[src/rtl/ecvp_pkg.sv]
// shared constants and codes for the enhanced clock victim picker
package ecvp_pkg;

    localparam int FRAMES_DEF   = 32;
    localparam int FRAME_W      = 5;
    localparam int OP_W         = 2;

    localparam logic [OP_W-1:0] OP_ACCESS = 2'd0;
    localparam logic [OP_W-1:0] OP_CLEAN  = 2'd1;
    localparam logic [OP_W-1:0] OP_PICK   = 2'd2;

    localparam logic MODE_FIFO  = 1'b0;
    localparam logic MODE_CLOCK = 1'b1;
    localparam logic MODE_RESET = MODE_CLOCK;

endpackage

[src/rtl/enhanced_clock_victim_picker.sv]
// enhanced second-chance clock victim picker with round-robin fallback
//
//  channel | ports                                   | handshake
//  --------+-----------------------------------------+------------------------
//  s_      | s_op, s_frame, s_is_write               | s_valid / s_ready
//  m_      | m_victim_valid, m_victim_frame,         | m_valid / m_ready
//          | m_victim_dirty                          |
//  cfg_    | cfg_wdata (policy_mode)                 | cfg_we, no wait
//
// access, clean, unused ops and round-robin picks are written straight to the
// output register when it is free, else they wait in ST_FINISH; a clock-mode
// pick examines one frame at a time with a single shared use/dirty compare,
// then hands the word to the output register from ST_FINISH.
// s_ready is high only while the sequencer idles; a finished word may wait in
// the output register while the next input word is taken.
// aresetn is synchronous and active low: use and dirty bits clear, hand goes
// to frame 0, policy goes to clock mode.
module enhanced_clock_victim_picker
    import ecvp_pkg::*;
#(
    parameter int FRAMES = FRAMES_DEF
) (
    input  logic               aclk,
    input  logic               aresetn,
    // configuration
    input  logic               cfg_we,
    input  logic               cfg_wdata,
    // input channel
    input  logic               s_valid,
    output logic               s_ready,
    input  logic [OP_W-1:0]    s_op,
    input  logic [FRAME_W-1:0] s_frame,
    input  logic               s_is_write,
    // result channel
    output logic               m_valid,
    input  logic               m_ready,
    output logic               m_victim_valid,
    output logic [FRAME_W-1:0] m_victim_frame,
    output logic               m_victim_dirty
);

    // only frames reachable by the 5-bit frame field ever hold a set bit;
    // higher frames always read as unused and clean
    localparam int STORE = (FRAMES < (1 << FRAME_W)) ? FRAMES : (1 << FRAME_W);
    localparam int IDXW  = $clog2(FRAMES);
    localparam int SW    = $clog2(STORE);
    localparam logic [IDXW-1:0] LAST_IDX = IDXW'(FRAMES - 1);
    localparam logic [IDXW:0]   STORE_LIM = (IDXW+1)'(STORE);

    typedef enum logic [1:0] {
        ST_IDLE,
        ST_SCAN,
        ST_FINISH
    } state_t;

    // next frame around the ring
    function automatic logic [IDXW-1:0] wrap_next(input logic [IDXW-1:0] i);
        wrap_next = (i == LAST_IDX) ? '0 : i + 1'b1;
    endfunction

    state_t               state_reg, state_next;
    logic [STORE-1:0]     use_reg, use_next;
    logic [STORE-1:0]     dirty_reg, dirty_next;
    logic [IDXW-1:0]      hand_reg, hand_next;
    logic                 mode_reg, mode_next;

    // scan sequencer
    logic [IDXW-1:0]      pos_reg, pos_next;
    logic [IDXW-1:0]      cnt_reg, cnt_next;
    logic [1:0]           round_reg, round_next;
    logic                 first_dirty_reg, first_dirty_next;

    // staged result, used by scan results and when the output register is still occupied
    logic                 res_valid_reg, res_valid_next;
    logic [FRAME_W-1:0]   res_frame_reg, res_frame_next;
    logic                 res_dirty_reg, res_dirty_next;

    // output register
    logic                 m_valid_reg, m_valid_next;
    logic                 m_vv_reg, m_vv_next;
    logic [FRAME_W-1:0]   m_vf_reg, m_vf_next;
    logic                 m_vd_reg, m_vd_next;

    // single read port over the bit vectors
    logic [IDXW-1:0]      rd_addr;
    logic                 rd_in_range;
    logic                 rd_use;
    logic                 rd_dirty;

    // write side for access and clean ops
    logic                 wr_in_range;
    logic [SW-1:0]        wr_idx;

    logic                 out_free;
    logic                 hit;
    logic                 want_dirty;
    logic                 nv;
    logic [FRAME_W-1:0]   nf;
    logic                 nd;
    logic                 direct_done;

    assign rd_addr     = (state_reg == ST_SCAN) ? pos_reg : hand_reg;
    assign rd_in_range = ({1'b0, rd_addr} < STORE_LIM);
    assign rd_use      = rd_in_range & use_reg[rd_addr[SW-1:0]];
    assign rd_dirty    = rd_in_range & dirty_reg[rd_addr[SW-1:0]];

    assign wr_in_range = ({{(32-FRAME_W){1'b0}}, s_frame} < 32'(FRAMES));
    assign wr_idx      = s_frame[SW-1:0];

    assign out_free    = !m_valid_reg || m_ready;
    // rounds two and four look for dirty frames
    assign want_dirty  = round_reg[0];
    assign hit         = !rd_use && (rd_dirty == want_dirty);

    assign s_ready        = (state_reg == ST_IDLE);
    assign m_valid        = m_valid_reg;
    assign m_victim_valid = m_vv_reg;
    assign m_victim_frame = m_vf_reg;
    assign m_victim_dirty = m_vd_reg;

    always_comb begin
        state_next       = state_reg;
        use_next         = use_reg;
        dirty_next       = dirty_reg;
        hand_next        = hand_reg;
        mode_next        = mode_reg;
        pos_next         = pos_reg;
        cnt_next         = cnt_reg;
        round_next       = round_reg;
        first_dirty_next = first_dirty_reg;
        res_valid_next   = res_valid_reg;
        res_frame_next   = res_frame_reg;
        res_dirty_next   = res_dirty_reg;
        m_valid_next     = m_valid_reg;
        m_vv_next        = m_vv_reg;
        m_vf_next        = m_vf_reg;
        m_vd_next        = m_vd_reg;
        nv               = 1'b0;
        nf               = '0;
        nd               = 1'b0;
        direct_done      = 1'b0;

        // output word leaves
        if (m_valid_reg && m_ready) begin
            m_valid_next = 1'b0;
        end

        if (cfg_we) begin
            mode_next = cfg_wdata;
        end

        case (state_reg)
            ST_IDLE: begin
                if (s_valid) begin
                    direct_done = 1'b1;
                    case (s_op)
                        OP_ACCESS: begin
                            if (wr_in_range) begin
                                use_next[wr_idx] = 1'b1;
                                if (s_is_write) begin
                                    dirty_next[wr_idx] = 1'b1;
                                end
                            end
                        end
                        OP_CLEAN: begin
                            if (wr_in_range) begin
                                dirty_next[wr_idx] = 1'b0;
                            end
                        end
                        OP_PICK: begin
                            if (mode_reg == MODE_CLOCK) begin
                                // start round one at the hand
                                direct_done = 1'b0;
                                state_next  = ST_SCAN;
                                pos_next    = hand_reg;
                                cnt_next    = '0;
                                round_next  = 2'd0;
                            end else begin
                                // round robin: the hand is the victim
                                nv        = 1'b1;
                                nf        = FRAME_W'(hand_reg);
                                nd        = rd_dirty;
                                hand_next = wrap_next(hand_reg);
                            end
                        end
                        default: begin
                        end
                    endcase

                    if (direct_done) begin
                        if (out_free) begin
                            m_valid_next = 1'b1;
                            m_vv_next    = nv;
                            m_vf_next    = nf;
                            m_vd_next    = nd;
                        end else begin
                            res_valid_next = nv;
                            res_frame_next = nf;
                            res_dirty_next = nd;
                            state_next     = ST_FINISH;
                        end
                    end
                end
            end

            ST_SCAN: begin
                if (cnt_reg == '0 && round_reg == 2'd0) begin
                    first_dirty_next = rd_dirty;
                end
                pos_next = wrap_next(pos_reg);
                if (hit) begin
                    res_valid_next = 1'b1;
                    res_frame_next = FRAME_W'(pos_reg);
                    res_dirty_next = rd_dirty;
                    hand_next      = wrap_next(pos_reg);
                    state_next     = ST_FINISH;
                end else begin
                    // round two gives passed frames their second chance
                    if (round_reg == 2'd1 && rd_in_range) begin
                        use_next[pos_reg[SW-1:0]] = 1'b0;
                    end
                    if (cnt_reg == LAST_IDX) begin
                        cnt_next = '0;
                        if (round_reg == 2'd3) begin
                            // all rounds spent: fall back to the hand
                            res_valid_next = 1'b1;
                            res_frame_next = FRAME_W'(hand_reg);
                            res_dirty_next = first_dirty_reg;
                            hand_next      = wrap_next(hand_reg);
                            state_next     = ST_FINISH;
                        end else begin
                            round_next = round_reg + 2'd1;
                        end
                    end else begin
                        cnt_next = cnt_reg + 1'b1;
                    end
                end
            end

            ST_FINISH: begin
                if (out_free) begin
                    m_valid_next = 1'b1;
                    m_vv_next    = res_valid_reg;
                    m_vf_next    = res_frame_reg;
                    m_vd_next    = res_dirty_reg;
                    state_next   = ST_IDLE;
                end
            end

            default: begin
                state_next = ST_IDLE;
            end
        endcase
    end

    always_ff @(posedge aclk) begin
        // payload, no reset needed
        pos_reg         <= pos_next;
        cnt_reg         <= cnt_next;
        round_reg       <= round_next;
        first_dirty_reg <= first_dirty_next;
        res_valid_reg   <= res_valid_next;
        res_frame_reg   <= res_frame_next;
        res_dirty_reg   <= res_dirty_next;
        m_vv_reg        <= m_vv_next;
        m_vf_reg        <= m_vf_next;
        m_vd_reg        <= m_vd_next;
        if (!aresetn) begin
            state_reg   <= ST_IDLE;
            use_reg     <= '0;
            dirty_reg   <= '0;
            hand_reg    <= '0;
            mode_reg    <= MODE_RESET;
            m_valid_reg <= 1'b0;
        end else begin
            state_reg   <= state_next;
            use_reg     <= use_next;
            dirty_reg   <= dirty_next;
            hand_reg    <= hand_next;
            mode_reg    <= mode_next;
            m_valid_reg <= m_valid_next;
        end
    end

endmodule
[config.mk]
export PLATFORM = sky130hd
export DESIGN_NAME = enhanced_clock_victim_picker
export DESIGN_NICKNAME = d
export VERILOG_FILES = /design/src/rtl/ecvp_pkg.sv /design/src/rtl/enhanced_clock_victim_picker.sv
export SDC_FILE = /design/constraint.sdc
export NUM_CORES = 1
export LEC_CHECK = 0
export ABC_AREA = 1
export BUFFER_PORTS_ARGS = -buffer_cell sky130_fd_sc_hd__buf_4
export CAP_MARGIN = 10
export CORE_AREA = 2 2 104 106
export DETAILED_ROUTE_END_ITERATION = 7
export DIE_AREA = 0 0 106 108
export PLACE_DENSITY_LB_ADDON = 0.1
export REMOVE_ABC_BUFFERS = 1
export SETUP_SLACK_MARGIN = 0.1
export SYNTH_ARGS = -nofsm -noshare
export SYNTH_HDL_FRONTEND = slang
export SYNTH_SLANG_ARGS = --single-unit
export TNS_END_PERCENT = 5
[constraint.sdc]
create_clock -name aclk -period 3.4 [get_ports aclk]
set_input_delay 0.68 -clock aclk [delete_from_list [all_inputs] [get_ports aclk]]
set_output_delay 0.68 -clock aclk [all_outputs]
set_load 0.005 [all_outputs]
==> results by group <==
Cells and area
  – Finished Layout Cells: 1001
  – Register area: 2273 um^2
  – Proportion of layout cells with a drive suffix above 1: 0.09595
  – Post-layout nets: between 800 and 900
  – Number of fill cells in the layout: 935
  – Final core occ: 0.6282
  – Area used by multi-input combinational logic: 3127 um^2
  – Ant. Diodes: 0
  – Area delta synth->final: 6.400%

Logic synthesis
  – YS warnings: 0
  – Fraction of the yosys area taken by sequential cells: 0.3761
  – Synth unique cells: 39
  – Cell Area, Synth: 6041 um^2
  – Number of instances in the synthesized netlist: 862
  – Synth Flop Type: dfxtp_1
  – Avg Inst Size Synth: around 7.0 um^2
  – Number of synthesized flops with an enable pin: 27
  – Ys async rst share: 0
  – Number of flip-flops and latches in the synthesized netlist: 100

STA
  – Headroom to the max-slew limit: 0.1980
  – Clock skew: about 0.017 ns
  – Worst slack on hold paths: 0.4764 ns
  – Setup slack after layout: 0.3696 ns
  – Final setup violation count: 0
  – Slew Viols, Final: 0
  – Post-route clock period utilization: 0.8913
  – Max frequency: between 0.3 and 0.4 GHz
  – Number of endpoints with negative hold slack in the final report: 0
  – Final sum of negative setup slack: 0 ns
  – Slew at the pin with the worst max-slew slack: between 1 and 1.5 ns
  – Unrepaired setup endpoints after global routing: no
  – Clock period minus final worst setup slack: 3.030 ns

Die
  – Die ar.: around 11000 um^2
  – Ports: 23
  – Effective utilization at floorplan: 0.5904
  – Die Ht: between 100 and 150 um
  – Die Span X: ~110 um
  – Core area: 10230 um^2
  – Standard-cell row count: 37

Power
  – Max IR drop VDD: around 0.40 mV
  – Sw Share: 0.4861
  – Switching power summed over all nets: 2.330 mW
  – Internal power: 2.463 mW
  – Clock share of power: 0.166
  – Sequential share of power: 0.331
  – PwrDens: roughly 750 nW/um^2
  – Part of the total power dissipated in combinational logic: 0.503
  – Static power due to leakage: approximately 2.5 nW

Setup path
  – Arrival time of data at the critical path endpoint: 3.13 ns
  – FF-to-FF End: res_dirty_reg
  – Worst reg2reg startpoint: hand_reg[0]
  – Nature of the critical path endpoint: flop
  – R2R depth: 13
  – Reg-to-reg slack, setup: 0.37 ns
  – Endpoint required time on the critical path: ~3.5 ns
  – Launching element type of the critical path: flop
  – Category of the critical setup timing path: reg -> reg
  – Top fanout value on the critical path: 30

Detailed routing
  – Total length of routed wires: 17700 um
  – Via density per instance: ~6
  – Overall via count from detail_route: between 6k and 7k
  – First-pass iteration count of the detailed router: 5
  – Post-route ant nets: 0
  – Iter 0 DRT Violations: 595
  – Average wire per standard cell: approximately 18 um
  – Number of remaining DRC errors: 0

Clock tree
  – TritonCTS clock tree: done
  – Clock latency on the worst-skew pair: 0.38 ns
  – Quantity of hold-fixing buffers added after cts: 0
  – Clock tree root buffer cell: clkbuf_8
  – Number of buffers on the longest clock path: 2
  – # H-tree levels: 3
  – Clock-pin slew reported for the worst setup and hold paths after clock tree synthesis: 0.11 ns
  – Number of buffers created by CTS: 9
  – # clock sinks: 100

Min path
  – Worst min-delay path category: reg -> reg
  – Worst hold path stage count: 2
  – Launch instance of the worst min-delay path: use_reg[16]
  – Worst Hold Endpoint: use_reg[16]

GRT
  – GRT Residual Overflow: 0
  – Number of global-route vias before repair: 5609
  – Number of antenna violations at the first check in global routing: 0
  – Largest net degree at the start of global routing: 46
  – Global-route wire length before repair: 28520 um
  – Total global routing track utilization: 0.3200

Outcome
  – Result of the run: completed

Place
  – Setup slack after placement: 0.2506 ns
  – DP HPWL: 12730 um
  – Final estimated routing congestion in global placement: 0.9291
  – Count of port buffers added during placement: 22
  – Placed Instances: roughly 1000

Job
  – Max_cap viols: 0
-- metal layers --
metal	routed length, um	up-vias	track usage
li1	-	2934	-
met1	7417	2768	0.4069
met2	8432	267	0.5332
met3	1204	44	0.05304
met4	649	0	0.1541
met5	0	-	0
-- synth_stat cells, types with 2 or more instances --
library cell / count / share of area
nand4_1: 13 / 0.013
nand2_2: 6 / 0.0062
inv_4: 3 / 0.0031
buf_6: 6 / 0.011
inv_2: 3 / 0.0019
o31ai_1: 3 / 0.0037
ha_1: 13 / 0.027
a31oi_1: 2 / 0.0021
o21ai_0: 41 / 0.034
clkbuf_1: 25 / 0.016
nor3b_1: 3 / 0.0037
dfxtp_1: 73 / 0.24
nor4_1: 34 / 0.035
nand2_1: 131 / 0.081
o21ai_1: 13 / 0.011
nor3_1: 41 / 0.034
nand3_1: 119 / 0.099
a21oi_1: 79 / 0.065
o21bai_1: 4 / 0.0050
nand3_4: 2 / 0.0058
nand2_4: 4 / 0.0075
nor2_1: 85 / 0.053
inv_1: 98 / 0.061
buf_1: 4 / 0.0025
nand3_2: 7 / 0.012
buf_4: 5 / 0.0062
edfxtp_1: 27 / 0.13
buf_2: 7 / 0.0058
-- stage by stage --
step | power, mW | instance area (um^2)
finish | 4.793 | 6427
detailed placement | 3.980 | 6226
global placement | 3.927 | 6226
global route | 5.131 | 6427
floorplan | 3.214 | 5792
CTS | 4.759 | 6426
-- cell usage in the layout (no fill, tap or decap), types with 7 or more instances in the layout --
| cell | instances |
|---|---|
| buf_4 | 34 |
| clkbuf_8 | 9 |
| edfxtp_1 | 27 |
| nor3_1 | 41 |
| o21ai_1 | 13 |
| dfxtp_1 | 72 |
| nor4_1 | 34 |
| nand2_1 | 131 |
| o21ai_0 | 41 |
| ha_1 | 13 |
| nand3_1 | 119 |
| inv_1 | 98 |
| nor2_1 | 84 |
| nand3_2 | 7 |
| a21oi_1 | 79 |
| nand4_1 | 13 |
-- worst max path at each step --
stage,start,to,slack (ns),depth (start not counted)
floorplan,state_reg[0],use_reg[0],0.11,9
global placement,state_reg[0],res_frame_reg[4],0.35,13
detailed placement,state_reg[0],res_frame_reg[2],0.25,15
CTS,state_reg[0],res_frame_reg[1],0.23,15
global route,state_reg[0],res_frame_reg[3],0.14,15
finish,hand_reg[0],res_dirty_reg,0.37,13
-- power groups by stage --
stage | Sequential [mW] | Combinational [mW] | Clock (mW)
after floorplan | 1.57 | 1.64 | 0
after global placement | 1.60 | 2.32 | 0
after detailed placement | 1.61 | 2.37 | 0
after CTS | 1.58 | 2.38 | 0.796
after global routing | 1.61 | 2.67 | 0.849
final | 1.59 | 2.41 | 0.796
-- worst max-delay path, cell delays in order (launching register included) --
cell and delay [ns]:
dfxtp_1 0.59, nand2_4 0.20, nand2_2 0.45, nand2_1 0.12, nand3_1 0.11, nand3_1 0.08
nand3_1 0.14, nand3_2 0.12, nand3_2 0.15, nand3_4 0.24, nand3_2 0.16, nand2_1 0.09
nor2_1 0.10, buf_4 0.16
-- logic make-up (layout without fill, tap and decap cells) --
kind of cell / Yosys count / count (layout) / share of synthesized area
and+or+nand+nor: 449 / 449 / 0.3592
adders and majority gates: 13 / 13 / 0.02693
buffers and inverters: 152 / 155 / 0.1077
DFF: 100 / 100 / 0.3761
AOI/OAI and AO/OA: 148 / 148 / 0.1301
-- what timing repair did --
item / CTS / global route
gates resized for setup: 0 / 1
buffers inserted: 0 / 0
setup endpoints to repair: 0 / 30
-- layout make-up --
type / instances / area share
multi-input cells: 610 / 0.4865
clock buffers: 10 / 0.01986
well taps: 136 / 0.02647
clock inverters: 6 / 0.01129
repair buffers: 34 / 0.03971
flip-flops and latches: 100 / 0.3537
inverters: 105 / 0.06249
Note: power is estimated with default switching activity, not from simulation.
